File: config.mk
export PLATFORM = sky130hd
export DESIGN_NAME = ddpu_cordic
export DESIGN_NICKNAME = d
export VERILOG_FILES = /design/src/ddpu_pkg.sv /design/src/ddpu_cordic.sv
export SDC_FILE = /design/constraint.sdc
export NUM_CORES = 1
export LEC_CHECK = 0
export ABC_AREA = 1
export BUFFER_PORTS_ARGS = -buffer_cell sky130_fd_sc_hd__buf_2
export CAP_MARGIN = 20
export CORE_UTILIZATION = 30
export DETAILED_ROUTE_END_ITERATION = 12
export SETUP_SLACK_MARGIN = 0.15
export SLEW_MARGIN = 10
export SYNTH_ARGS = -nofsm -noshare
export SYNTH_HDL_FRONTEND = slang
export SYNTH_SLANG_ARGS = --single-unit
File: constraint.sdc
create_clock -name clk -period 22.6 [get_ports clk]
set_clock_uncertainty 0.2 [all_clocks]
set_input_delay 4.52 -clock clk [delete_from_list [all_inputs] [get_ports clk]]
set_output_delay 4.52 -clock clk [all_outputs]
set_load 0.1 [all_outputs]
File: src/ddpu_pkg.sv
// ----------------------------------------------------------------------------
// ddpu_pkg: shared constants and helpers for the differential-drive pose update
// Holds the register indexes, fixed-point constants, the arctangent table and
// the rounding shift used by the sequencer.
// ----------------------------------------------------------------------------
package ddpu_pkg;

  localparam int CORDIC_STEPS_DEF = 24;
  localparam int FRAC_BITS_DEF    = 16;

  localparam logic REG_WHEEL_RADIUS  = 1'b0;
  localparam logic REG_WHEEL_SPACING = 1'b1;

  localparam logic [7:0]  RADIUS_RST  = 8'd20;
  localparam logic [7:0]  SPACING_RST = 8'd30;
  localparam logic [31:0] HEADING_RST = 32'h2000_0000;

  localparam logic signed [33:0] CORDIC_GAIN_Q30 = 34'sd652032874;
  localparam logic signed [25:0] PI_DEG_Q30      = 26'sd18740330;
  localparam logic [8:0]         TURN_DEG        = 9'd360;

  // divider widths: numerator and denominator magnitudes
  localparam int DIV_NW = 52;
  localparam int DIV_DW = 34;

  // CORDIC datapath widths
  localparam int CW = 34;   // x and y
  localparam int ZW = 33;   // residual angle

  function automatic logic [31:0] atan_bam(input logic [4:0] i);
    logic [31:0] r;
    case (i)
      5'd0:  r = 32'h20000000;  5'd1:  r = 32'h12E4051E;
      5'd2:  r = 32'h09FB385B;  5'd3:  r = 32'h051111D4;
      5'd4:  r = 32'h028B0D43;  5'd5:  r = 32'h0145D7E1;
      5'd6:  r = 32'h00A2F61E;  5'd7:  r = 32'h00517C55;
      5'd8:  r = 32'h0028BE53;  5'd9:  r = 32'h00145F2F;
      5'd10: r = 32'h000A2F98;  5'd11: r = 32'h000517CC;
      5'd12: r = 32'h00028BE6;  5'd13: r = 32'h000145F3;
      5'd14: r = 32'h0000A2FA;  5'd15: r = 32'h0000517D;
      5'd16: r = 32'h000028BE;  5'd17: r = 32'h0000145F;
      5'd18: r = 32'h00000A30;  5'd19: r = 32'h00000518;
      5'd20: r = 32'h0000028C;  5'd21: r = 32'h00000146;
      5'd22: r = 32'h000000A3;  5'd23: r = 32'h00000051;
      5'd24: r = 32'h00000029;  5'd25: r = 32'h00000014;
      5'd26: r = 32'h0000000A;  5'd27: r = 32'h00000005;
      5'd28: r = 32'h00000003;  5'd29: r = 32'h00000001;
      5'd30: r = 32'h00000001;  default: r = 32'h00000000;
    endcase
    return r;
  endfunction

  // shift right, round to nearest, ties away from zero
  function automatic logic signed [63:0] rnd_shift(input logic signed [63:0] v,
                                                   input int s);
    logic [63:0] half;
    logic [63:0] mag;
    half = 64'd1 << (s - 1);
    if (v >= 0) begin
      mag = (64'(v) + half) >> s;
      return $signed(mag);
    end
    mag = (64'(-v) + half) >> s;
    return -$signed(mag);
  endfunction

endpackage

File: src/ddpu_cordic.sv
// ----------------------------------------------------------------------------
// ddpu_cordic: iterative sine/cosine unit
// Rotation-mode CORDIC, one micro-rotation per cycle, quadrant folded at the
// output. Results are Q2.30, valid in the cycle that done is high.
// ----------------------------------------------------------------------------
module ddpu_cordic #(
  parameter int CORDIC_STEPS = ddpu_pkg::CORDIC_STEPS_DEF
) (
  input  logic                clk,
  input  logic                rst,
  input  logic                start,
  input  logic [31:0]         angle,
  output logic                done,
  output logic signed [34:0]  cos_out,
  output logic signed [34:0]  sin_out
);

  logic signed [ddpu_pkg::CW-1:0] x, y;
  logic signed [ddpu_pkg::ZW-1:0] z;
  logic [1:0] quad;
  logic [4:0] idx;
  logic       busy;
  logic signed [ddpu_pkg::ZW-1:0] at;

  assign at = $signed({1'b0, ddpu_pkg::atan_bam(idx)});

  always_ff @(posedge clk) begin
    if (rst) begin
      busy <= 1'b0;
      done <= 1'b0;
      idx  <= '0;
    end else begin
      done <= 1'b0;
      if (start) begin
        busy <= 1'b1;
        idx  <= '0;
        x    <= ddpu_pkg::CORDIC_GAIN_Q30;
        y    <= '0;
        z    <= $signed({3'b000, angle[29:0]});
        quad <= angle[31:30];
      end else if (busy) begin
        if (z >= 0) begin
          x <= x - (y >>> idx);
          y <= y + (x >>> idx);
          z <= z - at;
        end else begin
          x <= x + (y >>> idx);
          y <= y - (x >>> idx);
          z <= z + at;
        end
        if (idx == 5'(CORDIC_STEPS - 1)) begin
          busy <= 1'b0;
          done <= 1'b1;
        end
        idx <= idx + 5'd1;
      end
    end
  end

  always_comb begin
    case (quad)
      2'd0: begin cos_out = 35'(x);  sin_out = 35'(y);  end
      2'd1: begin cos_out = -35'(y); sin_out = 35'(x);  end
      2'd2: begin cos_out = -35'(x); sin_out = -35'(y); end
      default: begin cos_out = 35'(y); sin_out = -35'(x); end
    endcase
  end

endmodule

==> results of run 1 <==
-- kinds of logic (layout without fill, tap and decap cells) --
group	Yosys count	in the layout	synth area share (%)
AO/OA/AOI/OAI	588	588	16.9
XOR/XNOR	122	122	5.17
adder cells (fa/ha/maj)	114	114	7.00
buffers and inverters	559	580	11.3
flip-flops	140	140	18.5
other	0	1	0
AND/OR/NAND/NOR	1916	1916	41.0
-- tightest hold or removal path, delay by kind of cell (launching register included) --
kind,cells,cell delay [ns]
flops,1,0.35
simple gates,2,0.22
-- through the flow --
step | worst slack (ns) | instance area [um2]
final | 14.28 | 22300
after global routing | 13.94 | 22300
after CTS | 14.28 | 22300
after detailed placement | 14.81 | 21800
after global placement | 14.82 | 21800
after floorplan | 12.00 | 20700
-- per-layer routing --
layer | part of all wire, % | track usage [%] | vias to the layer above | wire (um)
li1 | - | - | 11670 | -
met1 | 43 | 29.1 | 10740 | 34300
met2 | 43 | 34.6 | 1031 | 34400
met4 | 5.2 | 11.3 | 2 | 4090
met5 | 0.025 | 0 | - | 20
met3 | 8.1 | 4.17 | 180 | 6440
-- placed cells by master (no fill, tap or decap), drive strengths merged, types with 18 or more instances in the layout --
cell     netlist  routed
edfxtp       103     103
or2           32      32
nand3        535     535
dfxtp         37      37
o22ai         19      19
xnor2         36      36
nor2         318     318
nor4          18      18
a31oi         44      44
a21oi        201     201
xor2          86      86
inv          411     419
a221oi        23      23
o2111ai       26      26
nand4         43      43
nor3          56      56
buf           76     135
o21ai        179     179
ha           111     111
clkbuf        70      21
nand2        900     900
-- flip-flops by register name, indices dropped and copies added (netlist names) --
name	flops
done	1
x	34
z	33
quad	2
y	34
at	30
idx	5
busy	1
-- report_power, final --
group / total (mW) / switching [mW] / leakage [nW] / internal (mW)
combinational: 1.56 / 1.10 / 8.90 / 0.453
clock: 0.285 / 0.137 / 0.274 / 0.148
sequential: 0.457 / 0.113 / 1.29 / 0.344
-- how the worst max path moves through the flow --
stage               start           to  cells after the start
floorplan           start         x[0]                      3
global placement     x[1]  sin_out[30]                     14
detailed placement   x[1]  cos_out[30]                     12
CTS                  x[1]  cos_out[30]                     12
global route         y[1]  sin_out[30]                     15
finish               x[1]  sin_out[30]                     14
-- layout make-up --
| cell class | count | area (um2) | share of cell area [%] |
|---|---|---|---|
| flip-flops and latches | 140 | 3840 | 17.2 |
| repair buffers | 135 | 763 | 3.42 |
| well taps | 873 | 1090 | 4.89 |
| diodes | 1 | 2.50 | 0.0112 |
| clock buffers | 21 | 460 | 2.06 |
| multi-input cells | 2740 | 14500 | 65.1 |
| clock inverters | 11 | 83.8 | 0.375 |
| inverters | 413 | 1560 | 6.96 |
==> results.py, run 1 <==
metrics = {
    "synth": {
        "synth.most_common_cell": "nand2_1",
        "synth_top_area_share_pct": 16.1,
        "synth-seq-cells": 140,
        "ys_top_cells_by_area": "nand2_1 (16%), edfxtp_1 (15%), nand3_1 (13%)",
        "synth_edf_count": 103,
        "ys_seq_area_share_pct": 18.5,
        "ys.flop_type": "edfxtp_1",
        "yosysWarnings": 0,
        "async_flop_share_pct": 0,
        "postSynthCellCount": 3439,
        "synth_commonest_cells": "nand2_1 (885), nand3_1 (525), inv_1 (393), nor2_1 (295), a21oi_1 (201)",
        "yosys.cell_types.count": 66,
        "synth.avg_cell_area_um2": 6.02,
        "syn_nets": 3588,
        "synth_area_leader_cell": "nand2_1",
        "mappedNetlistArea_um2": 20700,
    },
    "clock_network": {
        "clk_pin_slew_worst_paths_ns": 0.07,
        "cts_max_level": 4,
        "post_cts_resized": 0,
        "clkSinkCount": 140,
        "clk_path_buf_depth": 2,
        "cts_setup_buffers": 0,
        "cts_buffers": 17,
        "root_buffer": "clkbuf_16",
        "ctsHoldBuffers": 0,
        "clk_latency_ns": 0.49,
        "cts_tree": "built",
    },
    "placement": {
        "dpl.cell_count": 4300,
        "routabilityCongestion": 0.981,
        "numPortBuffers": 105,
        "dp_hpwl_mm": 59.6,
    },
    "critical_path": {
        "critPathMostFrequentCell": "nand3_1",
        "critical_path.cell_chain": "inv_1, ha_1, nand3_1, nor3_2, nand3_1, nor3_2, nand3_1, nor2_1, nand2_1, xnor2_1, nor2_1, a211oi_1, inv_1, buf_2",
        "cp_max_fo": 7,
        "end_kind": "primary output",
        "r2r_setup_slack_ns": 16.61,
        "crit_family": "simple AND/OR/NAND/NOR gates",
        "slowest_delay_ns": 0.52,
        "cp.required_ns": 17.88,
        "startpoint_type": "flip-flop",
        "reg2reg_to": "x[33]",
        "r2r_cells": 25,
        "crit_arrival_ns": 3.60,
        "reg2reg_from": "idx[1]",
        "crit_slowest_cell": "edfxtp_1",
        "critPathBufInv": 3,
        "worstSetupPathType": "flip-flop to primary output",
    },
    "global_routing": {
        "grt_pass1_wl_mm": 122,
        "grt_pass1_vias": 21420,
        "antenna_found_initial": 1,
        "grtUsageTotal_pct": 22.2,
        "grt_max_degree": 75,
        "grt_overflow": 0,
    },
    "finish": {
        "fill_cells": 7610,
        "drive_gt1_share_pct": 8.24,
        "syn2layout_area_growth_pct": 7.95,
        "layout.nets": 3596,
        "fin_util_pct": 33.0,
        "instances_no_fill": 4334,
    },
    "pwr": {
        "power.total_mw": 2.30,
        "powerDensity_nw_per_um2": 103,
        "p_leak_nw": 10.5,
        "ir_drop_uv": 67.3,
    },
    "worst_hold_path": {
        "holdPathEnd": "idx[1]",
        "min_path_type": "flip-flop to flip-flop",
        "hold_depth": 2,
        "hp-start": "busy",
    },
    "timing": {
        "fin_crit_ns": 8.32,
        "setup_tns_ns": 0,
        "drv_slew": 0,
        "hold_viol": 0,
        "fin_hold_ws_ns": 0.414,
        "worst_slew_pin_slew_ns": 0.898,
        "slew_headroom_pct": 40.1,
        "max_freq_mhz": 120,
        "finalSetupViolations": 0,
        "period_share_pct": 36.8,
        "rsz0062_at_grt": "no",
    },
    "die": {
        "dieArea_um2": 70000,
        "core_area_um2": 67800,
        "floorplan.initialDensity_pct": 30.5,
        "fp.dieW_um": 265,
        "pin_count": 106,
        "die_y_um": 265,
        "placementRows": 95,
    },
    "job": {
        "cap_violations": 0,
    },
    "route": {
        "drtIter0Drc": 2529,
        "vias": 23623,
        "drtPass1Iterations": 6,
        "drc": 0,
        "wl_per_cell_um": 18.3,
        "wl_mm": 79.2,
        "vias_per_cell": 5.45,
        "ant_nets": 0,
    },
    "run_status": {
        "outcome": "completed",
    },
}
No activity file was read; power rests on OpenSTA's default activity.
==> run 2, diff against run 1 <==
clock period = 7.7 ns   (was 22.6 ns; I/O delays follow)
==> results.py, run 2 (synthesized netlist as in run 1, its figures left out) <==
metrics = {
    "global_routing": {
        "grt_pass1_vias": 21441,
        "antenna_found_initial": 1,
        "grt_pass1_wl_mm": 124,
        "grt_overflow": 0,
        "grt_max_degree": 75,
        "grtUsageTotal_pct": 22.7,
    },
    "finish": {
        "final_common_cell": "nand2_1",
        "fin_util_pct": 32.9,
        "layout.nets": 3588,
        "final_cell_mix": "nand2_1 (885), nand3_1 (525), inv_1 (393)",
        "reg_top3": "x: 34 flops, y: 34 flops, z: 33 flops",
        "drive_gt1_share_pct": 8.05,
        "syn2layout_area_growth_pct": 7.82,
        "fill_cells": 7565,
        "multi_input_area_um2": 14500,
        "regArea_um2": 3840,
    },
    "critical_path": {
        "reg2reg_from": "idx[0]",
        "cp_max_fo": 74,
        "end_kind": "flip-flop",
        "critical_path.cell_chain": "buf_4, o21ai_1, o21ai_1, o21ai_1, nand2_1, nand3_1, nand2_1, ha_1, inv_1, nor3_4, nand2_1, o21ai_0, xor2_1, inv_1, ha_1, a31oi_1, a21boi_0, inv_1, nand2_1, nand2_1, a21boi_0, o21ai_0, nor2_1, nor2_1",
        "crit_slowest_cell": "buf_4",
        "worstSetupPathType": "flip-flop to flip-flop",
        "cp.required_ns": 7.74,
        "r2r_setup_slack_ns": 2.01,
        "startpoint_type": "flip-flop",
        "critPathMostFrequentCell": "nand2_1",
        "slowest_delay_ns": 0.59,
        "r2r_cells": 24,
        "reg2reg_to": "y[24]",
        "crit_arrival_ns": 5.74,
    },
    "timing": {
        "worst_slew_pin_slew_ns": 1.06,
        "setup_ws_ns": 2.01,
        "setup_tns_ns": 0,
        "drv_slew": 0,
        "fin_crit_ns": 5.69,
        "hold_viol": 0,
        "period_share_pct": 74.0,
        "max_freq_mhz": 176,
        "finalSetupViolations": 0,
        "fin_hold_ws_ns": 0.395,
        "rsz0062_at_grt": "no",
        "slew_headroom_pct": 29.0,
    },
    "run_status": {
        "outcome": "completed",
    },
    "clock_network": {
        "cts_tree": "built",
        "root_buffer": "clkbuf_16",
        "clk_pin_slew_worst_paths_ns": 0.06,
        "ctsHoldBuffers": 0,
        "cts_setup_buffers": 0,
        "clk_path_buf_depth": 2,
        "clk_latency_ns": 0.49,
        "cts_max_level": 4,
        "post_cts_resized": 0,
        "clkSinkCount": 140,
        "cts_buffers": 17,
    },
    "route": {
        "drtPass1Iterations": 7,
        "ant_nets": 0,
        "vias": 23793,
        "drc": 0,
        "drtIter0Drc": 2798,
        "wl_per_cell_um": 18.7,
        "wl_mm": 80.8,
        "vias_per_cell": 5.50,
    },
    "pwr": {
        "power.total_mw": 6.81,
        "p_leak_nw": 10.4,
        "powerDensity_nw_per_um2": 305,
        "ir_drop_uv": 174,
    },
    "die": {
        "die_y_um": 265,
        "core_area_um2": 67800,
        "floorplan.initialDensity_pct": 30.5,
        "fp.dieW_um": 265,
        "placementRows": 95,
        "dieArea_um2": 70000,
        "pin_count": 106,
    },
    "placement": {
        "numPortBuffers": 105,
        "dp_slack_ns": 2.15,
        "routabilityCongestion": 1.02,
        "dp_hpwl_mm": 61.4,
    },
    "worst_hold_path": {
        "min_path_type": "flip-flop to flip-flop",
        "holdPathEnd": "idx[1]",
        "hp-start": "busy",
        "hold_depth": 2,
    },
    "job": {
        "cap_violations": 0,
    },
}
-- run 2: worst max-delay path by stage --
stage	from	end	slack, ns	cells past startpoint
2_1_floorplan	start	x[0]	2.36	3
6_report	idx[0]	y[24]	2.01	24
3_5_place_dp	idx[0]	y[24]	2.15	24
3_3_place_gp	idx[0]	y[24]	2.14	24
5_1_grt	idx[2]	y[24]	1.55	25
4_1_cts	y[1]	cos_out[30]	2.09	13
-- run 2: through the flow --
step           cells  area (um2)
3_5_place_dp    4292       21700
2_1_floorplan   3439       20700
4_1_cts         4324       22300
6_report        4326       22300
5_1_grt         4325       22300
3_3_place_gp    4292       21700
-- run 2: final cells by class --
cell class / instances / share of cell area, %
Antenna cell: 1 / 0.0112
Clock buffer: 17 / 1.91
Clock inverter: 15 / 0.679
Inverter: 413 / 6.97
Multi-Input combinational cell: 2740 / 65.2
Sequential cell: 140 / 17.2
Tap cell: 873 / 4.90
Timing Repair Buffer: 127 / 3.15
-- run 2: power breakdown --
group / total, mW / switching [mW] / internal, mW / leakage, nW
Sequential: 1.39 / 0.383 / 1.01 / 1.29
Combinational: 4.57 / 3.25 / 1.32 / 8.86
Clock: 0.843 / 0.413 / 0.429 / 0.278
Total: 6.81 / 4.05 / 2.76 / 10.4
-- run 2: layer usage --
metal  vias up  wire [um]  GRT usage (%)
met2      1132      34800           35.2
met1     10823      35100           30.1
met5         -          0              0
met3       195       7560           4.80
met4         0       3320           9.66
li1      11643          -              -
-- run 2: critical path: cells and delay by family, from the launching register on --
family	cells	cell delay [ns]
flip-flops	1	0.33
AO/OA/AOI/OAI	8	2.01
buffers and inverters	4	0.89
XOR/XNOR	1	0.16
adder cells (fa/ha/maj)	2	0.57
AND/OR/NAND/NOR	9	1.23
