==> src/ddpu_pkg.sv <==
// ----------------------------------------------------------------------------
// ddpu_pkg: shared constants and helpers for the differential-drive pose update
// Holds the register indexes, fixed-point constants, the arctangent table and
// the rounding shift used by the sequencer.
// ----------------------------------------------------------------------------
package ddpu_pkg;

  localparam int CORDIC_STEPS_DEF = 24;
  localparam int FRAC_BITS_DEF    = 16;

  localparam logic REG_WHEEL_RADIUS  = 1'b0;
  localparam logic REG_WHEEL_SPACING = 1'b1;

  localparam logic [7:0]  RADIUS_RST  = 8'd20;
  localparam logic [7:0]  SPACING_RST = 8'd30;
  localparam logic [31:0] HEADING_RST = 32'h2000_0000;

  localparam logic signed [33:0] CORDIC_GAIN_Q30 = 34'sd652032874;
  localparam logic signed [25:0] PI_DEG_Q30      = 26'sd18740330;
  localparam logic [8:0]         TURN_DEG        = 9'd360;

  // divider widths: numerator and denominator magnitudes
  localparam int DIV_NW = 52;
  localparam int DIV_DW = 34;

  // CORDIC datapath widths
  localparam int CW = 34;   // x and y
  localparam int ZW = 33;   // residual angle

  function automatic logic [31:0] atan_bam(input logic [4:0] i);
    logic [31:0] r;
    case (i)
      5'd0:  r = 32'h20000000;  5'd1:  r = 32'h12E4051E;
      5'd2:  r = 32'h09FB385B;  5'd3:  r = 32'h051111D4;
      5'd4:  r = 32'h028B0D43;  5'd5:  r = 32'h0145D7E1;
      5'd6:  r = 32'h00A2F61E;  5'd7:  r = 32'h00517C55;
      5'd8:  r = 32'h0028BE53;  5'd9:  r = 32'h00145F2F;
      5'd10: r = 32'h000A2F98;  5'd11: r = 32'h000517CC;
      5'd12: r = 32'h00028BE6;  5'd13: r = 32'h000145F3;
      5'd14: r = 32'h0000A2FA;  5'd15: r = 32'h0000517D;
      5'd16: r = 32'h000028BE;  5'd17: r = 32'h0000145F;
      5'd18: r = 32'h00000A30;  5'd19: r = 32'h00000518;
      5'd20: r = 32'h0000028C;  5'd21: r = 32'h00000146;
      5'd22: r = 32'h000000A3;  5'd23: r = 32'h00000051;
      5'd24: r = 32'h00000029;  5'd25: r = 32'h00000014;
      5'd26: r = 32'h0000000A;  5'd27: r = 32'h00000005;
      5'd28: r = 32'h00000003;  5'd29: r = 32'h00000001;
      5'd30: r = 32'h00000001;  default: r = 32'h00000000;
    endcase
    return r;
  endfunction

  // shift right, round to nearest, ties away from zero
  function automatic logic signed [63:0] rnd_shift(input logic signed [63:0] v,
                                                   input int s);
    logic [63:0] half;
    logic [63:0] mag;
    half = 64'd1 << (s - 1);
    if (v >= 0) begin
      mag = (64'(v) + half) >> s;
      return $signed(mag);
    end
    mag = (64'(-v) + half) >> s;
    return -$signed(mag);
  endfunction

endpackage

==> src/ddpu_div.sv <==
// ----------------------------------------------------------------------------
// ddpu_div: restoring divider
// Unsigned, one quotient bit per cycle, MSB first. Keeps the low 32 bits of
// the quotient; done pulses once the last bit is in.
// ----------------------------------------------------------------------------
module ddpu_div (
  input  logic                        clk,
  input  logic                        rst,
  input  logic                        start,
  input  logic [ddpu_pkg::DIV_NW-1:0] num,
  input  logic [ddpu_pkg::DIV_DW-1:0] den,
  output logic                        done,
  output logic [31:0]                 quo
);

  localparam int NW = ddpu_pkg::DIV_NW;
  localparam int DW = ddpu_pkg::DIV_DW;

  logic [DW-1:0] rem;
  logic [DW-1:0] dreg;
  logic [NW-1:0] nsh;
  logic [5:0]    cnt;
  logic          busy;
  logic [DW:0]   trial;
  logic          fit;

  assign trial = {rem, nsh[NW-1]};
  assign fit   = trial >= {1'b0, dreg};

  always_ff @(posedge clk) begin
    if (rst) begin
      busy <= 1'b0;
      done <= 1'b0;
      cnt  <= '0;
    end else begin
      done <= 1'b0;
      if (start) begin
        busy <= 1'b1;
        cnt  <= '0;
        rem  <= '0;
        nsh  <= num;
        dreg <= den;
        quo  <= '0;
      end else if (busy) begin
        rem <= fit ? DW'(trial - {1'b0, dreg}) : DW'(trial);
        nsh <= {nsh[NW-2:0], 1'b0};
        quo <= {quo[30:0], fit};
        if (cnt == 6'(NW - 1)) begin
          busy <= 1'b0;
          done <= 1'b1;
        end
        cnt <= cnt + 6'd1;
      end
    end
  end

endmodule

==> config.mk <==
export PLATFORM = sky130hd
export DESIGN_NAME = ddpu_div
export DESIGN_NICKNAME = d
export VERILOG_FILES = /design/src/ddpu_pkg.sv /design/src/ddpu_div.sv
export SDC_FILE = /design/constraint.sdc
export NUM_CORES = 1
export LEC_CHECK = 0
export BUFFER_PORTS_ARGS = -buffer_cell sky130_fd_sc_hd__buf_2
export CORE_MARGIN = 5
export CORE_UTILIZATION = 57
export DETAILED_ROUTE_END_ITERATION = 6
export PLACE_DENSITY = 0.82
export SLEW_MARGIN = 40
export SYNTH_ARGS = -nofsm -noshare
export SYNTH_HDL_FRONTEND = slang
export SYNTH_SLANG_ARGS = --single-unit
==> constraint.sdc <==
create_clock -name clk -period 17.79 [get_ports clk]
set_input_delay 0.8895 -clock clk [delete_from_list [all_inputs] [get_ports clk]]
set_output_delay 0.8895 -clock clk [all_outputs]
set_load 0.03 [all_outputs]
==> impl_summary.log, run 1 <==
INFO  metric setup_tns = 0 ns
INFO  metric crit_path_time_final = 3.64 ns
INFO  metric critPathArrivalTime = 3.89 ns
INFO  metric path_delay_family = compound AO/OA/AOI/OAI gates
INFO  metric cts_htree_levels = 4
INFO  metric synth_warnings = 0
INFO  metric power.leakage = 3.94 nW
INFO  metric finalHoldWorstSlack = 0.509 ns
INFO  metric worstPathRequired = 18.04 ns
INFO  metric dp_cells = 945
INFO  metric globalRouteTotalUtil = 20.5%
INFO  metric critical_path.endpoint_type = register
INFO  metric routed_wire_length_per_instance = 17.3 um
INFO  metric timing.critical_path.fanout_max = 24
INFO  metric max_freq = 0.275 GHz
INFO  metric start_util = 57.5%
INFO  metric globalplace.congestion = 0.974
INFO  metric row_cnt = 44
INFO  metric cts_tree = done
INFO  metric finish.cell_count_without_fillers = 976
INFO  metric worst_setup_path_start_kind = register
INFO  metric hold_path_startpoint = cnt[5]
INFO  metric clock-skew-final = 0.0179 ns
INFO  metric ctsHoldBuffers = 0
INFO  metric area_delta_synth_final = 15.6%
INFO  metric share_of_total_power_in_sequential_cells = 44.9%
INFO  metric antenna_found_initial = 1
INFO  metric global_route.overflow_total = 0
INFO  metric postRouteAntennaNets = 0
INFO  metric worstMarginPinSlew = 0.766 ns
INFO  metric p_int = 733 uW
INFO  metric cts_post_setup_buffers_inserted = 0
INFO  metric maximum_number_of_pins_on_one_net_before_global_route_repair = 100
INFO  metric detail_placement_hpwl = 11.8 mm
INFO  metric maxSlewViolCount = 0
INFO  metric cts.reportedPaths.clkPinSlew = 0.06 ns
INFO  metric worst_slew_margin_rel = 48.8%
INFO  metric cts-root-buf = sky130_fd_sc_hd__clkbuf_16
INFO  metric grt_setup_unrepaired = false
INFO  metric fin_util = 66.5%
INFO  metric die_area = 17100 um2
INFO  metric ys_async_sr_fraction = 0%
INFO  metric hold_viol = 0
INFO  metric power_density = 107 nW/um2
INFO  metric synth.avg_cell_area = 12.5 um2
INFO  metric run_status = completed
INFO  metric number_of_iterations_in_the_first_detailed_routing_pass = 7
INFO  metric post-synth-top-count-cell = sky130_fd_sc_hd__edfxtp_1
INFO  metric worst_path_max_delay_cell = sky130_fd_sc_hd__o41ai_4
INFO  metric clkPwrFrac = 34.6%
INFO  metric clock_insertion_delay_worst_skew = 0.42 ns
INFO  metric dieHeight = 131 um
INFO  metric crit_type = register to register
INFO  metric cp_slowest_stage_delay = 0.71 ns
INFO  metric cts_inserted_buffers = 17
INFO  metric clk_path_buf_depth = 2
INFO  metric power.net_switching = 292 uW
INFO  metric worst_ir_drop_vdd = 0.0781 mV
INFO  metric sequential_fraction_of_the_synthesis_area = 57.0%
INFO  metric postSynthNetCount = 789
INFO  metric power_frac_comb = 20.5%
INFO  metric dieWidth = 131 um
INFO  metric path_cells = ha_1 > a21oi_1 > o21ai_0 > nor2_1 > a31oi_4 > a211oi_4 > o41ai_4 > buf_4 > nand2_1 > o31ai_1
INFO  metric maxCapViolations = 0
INFO  metric grt_pass1_vias = 5739
INFO  metric synth_edf_count = 152
INFO  metric drive_above_1_share = 28.5%
INFO  metric ys_top_cells_by_area = sky130_fd_sc_hd__edfxtp_1 55%, sky130_fd_sc_hd__mux2_2 6.9%, sky130_fd_sc_hd__ha_1 5.3%
INFO  metric place.port_buffers = 121
INFO  metric clock_sinks = 160
INFO  metric cts_repair_resizes = 0
INFO  metric power.switching_fraction = 28.5%
INFO  metric detail_route.drc_violations = 0
INFO  metric fin_nets = 905
INFO  metric post_synth_inst_count = 664
INFO  metric ys_seq_elements = 160
INFO  metric design.portCount = 122
INFO  metric routed_wire_length = 16.9 mm
INFO  metric route.vias.total = 5595
INFO  metric min_period_over_period = 20.5%
INFO  metric rr_startpoint = rem[19]
INFO  metric grt_first_pass_wirelength = 27.7 mm
INFO  metric detailedRoute.firstIterationViolations = 518
INFO  metric avgViaCountPerCell = 5.73
INFO  metric timing.final.setup_violations = 0
INFO  metric synth_area_leader_cell = sky130_fd_sc_hd__edfxtp_1
INFO  metric worst_hold_path_type = register to register
INFO  metric yosysTopAreaCellShare = 55.0%
INFO  metric setup.reg_to_reg.worst_slack = 14.15 ns
INFO  metric synth_cell_type_count = 60
INFO  metric mappedNetlistArea = 8290 um2
INFO  metric diodes = 0
INFO  metric netlist_top_cells_count = 152 x sky130_fd_sc_hd__edfxtp_1, 51 x sky130_fd_sc_hd__mux2_2, 48 x sky130_fd_sc_hd__nor2_1
INFO  metric fp.coreArea = 14400 um2
INFO  metric crit_buf_inv = 1
INFO  metric setup.worst_path.start = rem[19]
INFO  metric synth_top_flop_cell = sky130_fd_sc_hd__edfxtp_1
## registers in the layout, summed over array words and instances, names as in the netlist
name and flops:
dreg 34, done 1, cnt 6, busy 1
quo 32, nsh 52, rem 34
## layout make-up
cell class | instances | area [um2]
Timing Repair Buffer | 125 | 648
Fill cell | 1053 | 4840
Sequential cell | 160 | 4720
Clock buffer | 17 | 425
Inverter | 47 | 176
Multi-Input combinational cell | 429 | 3240
Tap cell | 184 | 230
Clock inverter | 14 | 146
## layer usage
metal / share of wire, % / track usage [%] / up-vias / wire [um]
met5: 0.041 / 0 / - / 7
met4: 0.91 / 4.96 / 2 / 154
met2: 48 / 34.1 / 203 / 8140
met1: 42 / 25.4 / 2704 / 7090
met3: 9.0 / 8.17 / 20 / 1520
li1: - / - / 2666 / -
## worst register-to-register path: stages, from the launching register on
cell and delay (ns):
sky130_fd_sc_hd__edfxtp_1 0.40, sky130_fd_sc_hd__ha_1 0.45, sky130_fd_sc_hd__a21oi_1 0.10, sky130_fd_sc_hd__o21ai_0 0.26, sky130_fd_sc_hd__nor2_1 0.16, sky130_fd_sc_hd__a31oi_4 0.25, sky130_fd_sc_hd__a211oi_4 0.13, sky130_fd_sc_hd__o41ai_4 0.71
sky130_fd_sc_hd__buf_4 0.48, sky130_fd_sc_hd__nand2_1 0.24, sky130_fd_sc_hd__o31ai_1 0.30
## cells by family after synthesis
family,count (synthesis),synth area share (%)
AO/OA/AOI/OAI,122,10.1
XOR/XNOR,32,3.38
adder cells (fa/ha/maj),36,5.52
buffers and inverters,75,4.15
flip-flops,160,57.0
multiplexers,75,9.82
AND/OR/NAND/NOR,164,10.0
## placed cells by master, fill, tap and decap left out, types with 20 or more instances in the layout
cell / Yosys / routed
sky130_fd_sc_hd__a21oi_1: 38 / 37
sky130_fd_sc_hd__buf_2: 6 / 120
sky130_fd_sc_hd__edfxtp_1: 152 / 152
sky130_fd_sc_hd__ha_1: 35 / 35
sky130_fd_sc_hd__inv_1: 47 / 47
sky130_fd_sc_hd__mux2_2: 51 / 51
sky130_fd_sc_hd__mux2i_1: 24 / 24
sky130_fd_sc_hd__nand2_1: 28 / 28
sky130_fd_sc_hd__nor2_1: 48 / 47
sky130_fd_sc_hd__nor2b_1: 33 / 33
sky130_fd_sc_hd__o21ai_0: 20 / 20
sky130_fd_sc_hd__xnor2_1: 22 / 22
## power groups by stage
stage	sequential, mW	clock (mW)	combinational (mW)
after floorplan	0.476	0	0.155
after global placement	0.466	0	0.201
after detailed placement	0.467	0	0.207
after CTS	0.460	0.363	0.209
after global routing	0.462	0.382	0.231
final	0.460	0.355	0.210
## path summary, 6_finish.rpt
path	to	depth (start not counted)
max	rem[21]	10
min	cnt[5]	2
min reg2reg	cnt[5]	2
max reg2reg	rem[21]	10
## stage by stage
stage / cell area, um2 / power (mW) / worst slack (ns)
6_report: 9590 / 1.02 / 14.15
5_1_grt: 9590 / 1.08 / 13.85
4_1_cts: 9590 / 1.03 / 14.16
3_5_place_dp: 9010 / 0.675 / 14.18
3_3_place_gp: 9010 / 0.667 / 14.26
2_1_floorplan: 8290 / 0.630 / 10.06
No activity file was read; power rests on OpenSTA's default activity.
==> run 2, diff against run 1 <==
clock period = 3.7 ns   (was 17.79 ns; I/O delays follow)
==> run 2 against run 1 <==
Largest power group unchanged. Critical endpoint is now rem[26]. Utilization is 3.0 points higher. Maximum frequency is 7.7% higher. Critical path type unchanged. Highest routed layer unchanged. Critical path depth is 2 higher. Flip-flop and latch count stayed put.
==> impl_summary.log, run 2 (synthesized netlist as in run 1, its figures left out) <==
INFO  metric regMostFlops = nsh
INFO  metric worst_setup_path_start_kind = register
INFO  metric worstPathRequired = 3.87 ns
INFO  metric hold_viol = 0
INFO  metric clkPwrFrac = 37.2%
INFO  metric route.vias.total = 5790
INFO  metric multi_input_comb_area = 3240 um2
INFO  metric die_area = 17100 um2
INFO  metric drive_above_1_share = 27.6%
INFO  metric worstMarginPinSlew = 0.754 ns
INFO  metric fp.coreArea = 14400 um2
INFO  metric critical_path.endpoint_type = register
INFO  metric routed_wire_length = 17.5 mm
INFO  metric detail_route.drc_violations = 0
INFO  metric clk_path_buf_depth = 2
INFO  metric diodes = 0
INFO  metric layout.filler_cells = 1007
INFO  metric rr_startpoint = nsh[51]
INFO  metric dieWidth = 131 um
INFO  metric worst_ir_drop_vdd = 0.486 mV
INFO  metric power.leakage = 4.12 nW
INFO  metric power.switching_fraction = 27.3%
INFO  metric timing.critical_path.fanout_max = 4
INFO  metric seq_area = 4720 um2
INFO  metric global_route.overflow_total = 0
INFO  metric dp_cells = 948
INFO  metric start_util = 57.5%
INFO  metric power.net_switching = 1.41 mW
INFO  metric design.portCount = 122
INFO  metric grt_first_pass_wirelength = 28.3 mm
INFO  metric clock_sinks = 160
INFO  metric power_frac_comb = 20.1%
INFO  metric largestRegisters = nsh: 52 flops, dreg: 34 flops, rem: 34 flops
INFO  metric p_int = 3.76 mW
INFO  metric setup.reg_to_reg.worst_slack = 0.32 ns
INFO  metric post-layout-total-power = 5.17 mW
INFO  metric setup_tns = 0 ns
INFO  metric max_freq = 0.296 GHz
INFO  metric cts_tree = done
INFO  metric detail_placement_hpwl = 12.2 mm
INFO  metric cts-root-buf = sky130_fd_sc_hd__clkbuf_16
INFO  metric fin_nets = 942
INFO  metric worst_slew_margin_rel = 49.6%
INFO  metric crit-reg2reg-capture = rem[26]
INFO  metric cts_repair_resizes = 0
INFO  metric crit_type = register to register
INFO  metric cts_inserted_buffers = 17
INFO  metric critPathArrivalTime = 3.55 ns
INFO  metric globalplace.congestion = 0.929
INFO  metric share_of_total_power_in_sequential_cells = 42.8%
INFO  metric cts.reportedPaths.clkPinSlew = 0.07 ns
INFO  metric dieHeight = 131 um
INFO  metric row_cnt = 44
INFO  metric crit_path_time_final = 3.38 ns
INFO  metric place.port_buffers = 121
INFO  metric count_of_cells_along_the_worst_register_to_register_path = 12
INFO  metric finish.cell_count_without_fillers = 1013
INFO  metric detailedRoute.firstIterationViolations = 464
INFO  metric globalRouteTotalUtil = 21.0%
INFO  metric flip_flop_count_of_the_largest_register_all_copies_and_words_added = 52
INFO  metric grt_pass1_vias = 5981
INFO  metric area_delta_synth_final = 20.9%
INFO  metric cts_htree_levels = 4
INFO  metric maxCapViolations = 0
INFO  metric antenna_found_initial = 1
INFO  metric worst_setup_path_endpoint = rem[26]
INFO  metric timing.final.setup_violations = 0
INFO  metric number_of_iterations_in_the_first_detailed_routing_pass = 5
INFO  metric layout_common_cells = 152 x sky130_fd_sc_hd__edfxtp_1, 120 x sky130_fd_sc_hd__buf_2, 51 x sky130_fd_sc_hd__mux2_2, 47 x sky130_fd_sc_hd__nor2_1, 47 x sky130_fd_sc_hd__inv_1
INFO  metric run_status = completed
INFO  metric clock-skew-final = 0.00936 ns
INFO  metric finalHoldWorstSlack = 0.0516 ns
INFO  metric power_density = 516 nW/um2
INFO  metric avgViaCountPerCell = 5.72
INFO  metric maximum_number_of_pins_on_one_net_before_global_route_repair = 62
INFO  metric maxSlewViolCount = 0
INFO  metric setup.worst_path.start = nsh[51]
INFO  metric grt_setup_unrepaired = false
INFO  metric layout_commonest_cell = sky130_fd_sc_hd__edfxtp_1
INFO  metric min_period_over_period = 91.4%
INFO  metric clock_insertion_delay_worst_skew = 0.43 ns
INFO  metric postRouteAntennaNets = 0
INFO  metric worst_hold_path_type = input port to register
INFO  metric routed_wire_length_per_instance = 17.2 um
run 2: cell count changes in the layout (fill, tap and decap cells not counted):
cell / change
sky130_fd_sc_hd__clkinv_2: -2
sky130_fd_sc_hd__clkbuf_8: -1
sky130_fd_sc_hd__dlygate4sd3_1: +34
sky130_fd_sc_hd__bufinv_16: +3
sky130_fd_sc_hd__buf_12: +1
sky130_fd_sc_hd__clkinv_4: -1
sky130_fd_sc_hd__buf_4: +4
sky130_fd_sc_hd__buf_6: -1
run 2: worst min-delay path by stage:
| stage | endpoint | start | depth (start not counted) | slack [ns] |
|---|---|---|---|---|
| final | nsh[0] | num[0] | 2 | 0.05 |
| after global routing | nsh[21] | num[21] | 2 | 0.04 |
| after CTS | nsh[0] | num[0] | 2 | 0.04 |
| after detailed placement | dreg[6] | den[6] | 1 | 0.36 |
| after global placement | dreg[20] | den[20] | 1 | 0.36 |
| after floorplan | dreg[0] | den[0] | 0 | 0.28 |
run 2: repair_timing:
item / in CTS / in global routing
hold buffers: 34 / 0
hold endpoints to repair: 34 / 0
setup buffers: 0 / 0
run 2: per-stage QoR:
stage / area [um2] / util, % / setup slack [ns]
2_1_floorplan: 8300 / - / 0.634
4_1_cts: 10000 / 69.5 / 0.425
5_1_grt: 10000 / 69.5 / 0.245
3_5_place_dp: 9040 / 62.7 / 0.462
6_report: 10000 / 69.5 / 0.317
3_3_place_gp: 9040 / 62.7 / 0.574
run 2: routing by layer:
layer | routed length, um | vias up | GRT usage [%]
met5 | 7 | - | 0
met4 | 423 | 2 | 7.44
met3 | 1500 | 53 | 7.24
met2 | 8430 | 256 | 35.3
met1 | 7100 | 2742 | 25.4
li1 | - | 2737 | -
run 2: layout make-up:
class	instances	share of cell area, %
timing repair buffer	162	10.1
clock buffer	17	4.24
clock inverter	14	2.17
multi-input combinational	429	32.3
sequential	160	47.1
tap	184	2.30
inverter	47	1.76
run 2: power by group through the flow:
stage | registers [mW] | logic [mW] | clock network [mW]
after global routing | 2.22 | 1.14 | 2.04
after detailed placement | 2.25 | 1.00 | 0
after global placement | 2.24 | 0.970 | 0
final | 2.21 | 1.04 | 1.92
after CTS | 2.21 | 1.03 | 1.95
after floorplan | 2.27 | 0.745 | 0
run 2: worst max-delay path, cell delays in order, from the launching register on:
cell,delay [ns]
sky130_fd_sc_hd__edfxtp_1,0.38
sky130_fd_sc_hd__inv_1,0.07
sky130_fd_sc_hd__ha_1,0.14
sky130_fd_sc_hd__inv_1,0.05
sky130_fd_sc_hd__fa_1,0.41
sky130_fd_sc_hd__a21o_1,0.20
sky130_fd_sc_hd__a21oi_1,0.34
sky130_fd_sc_hd__o211a_1,0.24
sky130_fd_sc_hd__o21ai_0,0.16
sky130_fd_sc_hd__a221oi_1,0.63
sky130_fd_sc_hd__a41oi_1,0.22
sky130_fd_sc_hd__xnor2_1,0.20
sky130_fd_sc_hd__o21ai_1,0.08
==> run 3, diff against run 2 <==
CORE_UTILIZATION = 52   (was 57)
PLACE_DENSITY = 0.79   (was 0.82)
clock period = 3.1 ns   (was 3.7 ns; I/O delays follow)
==> run 3 against run 2 <==
Routed wire length increased by 8.9%. Hold slack got worse by 0.033 ns. Sequential share of layout area decreased by 1.9 points. Flip-flop and latch count unchanged. Non-clock buffer count increased by 31. Cell count increased by 6.2%.
==> impl_summary.log, run 3 (synthesized netlist as in run 1, its figures left out) <==
INFO  metric run_status = completed
INFO  metric detailedRoute.firstIterationViolations = 587
INFO  metric row_cnt = 46
INFO  metric setup_tns = 0 ns
INFO  metric fp.coreArea = 15800 um2
INFO  metric worst_slew_margin_rel = 55.2%
INFO  metric clock_insertion_delay_worst_skew = 0.44 ns
INFO  metric postRouteAntennaNets = 0
INFO  metric routed_wire_length_per_instance = 17.7 um
INFO  metric design.portCount = 122
INFO  metric count_of_cells_along_the_worst_register_to_register_path = 14
INFO  metric clock_sinks = 160
INFO  metric path_cells = inv_1 > ha_1 > inv_1 > fa_1 > a21o_1 > a21oi_1 > buf_4 > o211a_4 > o21ai_2 > a221oi_2 > buf_4 > a41oi_1 > xnor2_1 > o21ai_1
INFO  metric dieWidth = 136 um
INFO  metric global_route.overflow_total = 0
INFO  metric cts_htree_levels = 4
INFO  metric drive_above_1_share = 32.7%
INFO  metric worst_hold_path_type = input port to register
INFO  metric grt_pass1_vias = 6128
INFO  metric die_area = 18600 um2
INFO  metric power.leakage = 4.24 nW
INFO  metric layout.filler_cells = 1194
INFO  metric min_period_over_period = 98.0%
INFO  metric detail_placement_hpwl = 12.4 mm
INFO  metric worstPathRequired = 3.28 ns
INFO  metric timing.final.setup_violations = 0
INFO  metric maxCapViolations = 0
INFO  metric min_path_cells = 2
INFO  metric timing.critical_path.fanout_max = 4
INFO  metric globalRouteTotalUtil = 20.3%
INFO  metric flip_flop_count_of_the_largest_register_all_copies_and_words_added = 52
INFO  metric routed_wire_length = 19.0 mm
INFO  metric layout_commonest_cell = sky130_fd_sc_hd__edfxtp_1
INFO  metric dp_cells = 996
INFO  metric cts-root-buf = sky130_fd_sc_hd__clkbuf_16
INFO  metric regMostFlops = nsh
INFO  metric cts.reportedPaths.clkPinSlew = 0.07 ns
INFO  metric dpl_worst_slack = -0.0218 ns
INFO  metric worstMarginPinSlew = 0.672 ns
INFO  metric layout_common_cells = 152 x sky130_fd_sc_hd__edfxtp_1, 120 x sky130_fd_sc_hd__buf_2, 51 x sky130_fd_sc_hd__mux2_2, 47 x sky130_fd_sc_hd__inv_1, 46 x sky130_fd_sc_hd__nor2_1
INFO  metric diodes = 0
INFO  metric place.port_buffers = 121
INFO  metric fin_nets = 973
INFO  metric critical_path.endpoint_type = register
INFO  metric worst_setup_path_start_kind = register
INFO  metric detail_route.drc_violations = 0
INFO  metric cts_tree = done
INFO  metric avgViaCountPerCell = 5.61
INFO  metric crit_type = register to register
INFO  metric crit_path_time_final = 3.04 ns
INFO  metric clk_path_buf_depth = 2
INFO  metric largestRegisters = nsh: 52 flops, dreg: 34 flops, rem: 34 flops
INFO  metric hold_viol = 0
INFO  metric cts_inserted_buffers = 17
INFO  metric grt_first_pass_wirelength = 29.7 mm
INFO  metric clock-skew-final = 0.0126 ns
INFO  metric max_freq = 0.329 GHz
INFO  metric area_delta_synth_final = 25.9%
INFO  metric number_of_iterations_in_the_first_detailed_routing_pass = 6
INFO  metric worst_path_max_delay_cell = sky130_fd_sc_hd__edfxtp_1
INFO  metric power_density = 580 nW/um2
INFO  metric start_util = 52.6%
INFO  metric post-route-worst-setup-slack = 0.0629 ns
INFO  metric maxSlewViolCount = 0
INFO  metric finish.cell_count_without_fillers = 1076
INFO  metric critPathArrivalTime = 3.22 ns
INFO  metric maximum_number_of_pins_on_one_net_before_global_route_repair = 120
INFO  metric worst_ir_drop_vdd = 0.418 mV
INFO  metric finalHoldWorstSlack = 0.0182 ns
INFO  metric setup.reg_to_reg.worst_slack = 0.06 ns
INFO  metric dieHeight = 136 um
INFO  metric globalplace.congestion = 0.979
INFO  metric route.vias.total = 6034
INFO  metric cp_slowest_stage_delay = 0.39 ns
INFO  metric antenna_found_initial = 0
run 3: per-stage QoR:
step	area [um2]	util, %	total power [mW]
after floorplan	8300	-	3.60
after global placement	9210	58.4	3.89
after detailed placement	9210	58.4	3.94
after CTS	10100	64.0	5.92
after global routing	10400	66.2	6.33
final	10400	66.2	6.06
run 3: metal layers:
metal  wire [um]  part of all wire [%]  global-route usage (%)  vias to the layer above
li1            -                     -                       -                     2791
met1        7690                    40                    25.4                     2896
met2        9160                    48                    32.6                      290
met3        1700                   8.9                    7.25                       57
met4         468                   2.5                    7.67                        0
met5           0                     0                       0                        -
run 3: path summary, 6_finish.rpt:
kind                            startpoint  endpoint
worst max register to register     nsh[51]   rem[26]
worst min-delay path               num[36]   nsh[36]
worst min register to register      cnt[5]    cnt[5]
worst max-delay path               nsh[51]   rem[26]
run 3: area by class of cell:
class                           instances  area (um2)  area share, %
Clock buffer                           17         425           4.07
Timing Repair Buffer                  193        1300           12.4
Multi-Input combinational cell        429        3440           33.0
Clock inverter                         14         105           1.01
Inverter                               47         176           1.69
Sequential cell                       160        4720           45.2
Tap cell                              216         270           2.59
run 3: critical path, delay by kind of cell, from the launching register on:
| family | cells | cell delay, ns |
|---|---|---|
| buffers and inverters | 4 | 0.49 |
| adder cells (fa/ha/maj) | 2 | 0.55 |
| flip-flops | 1 | 0.39 |
| XOR/XNOR | 1 | 0.18 |
| AO/OA/AOI/OAI | 7 | 1.19 |
run 3: where the power goes:
group	total (mW)	switching [mW]	internal (mW)
registers	2.65	0.0773	2.57
logic	1.46	0.787	0.675
clock network	1.95	0.913	1.03
total	6.06	1.78	4.28
run 3: what timing repair did:
action | CTS | global route
endpoints found under the setup margin | 4 | 32
pin swaps | 1 | 12
gates cloned | 0 | 2
endpoints found under the hold margin | 34 | 0
setup buffers | 0 | 13
hold buffers | 34 | 0
gates resized for setup | 1 | 32
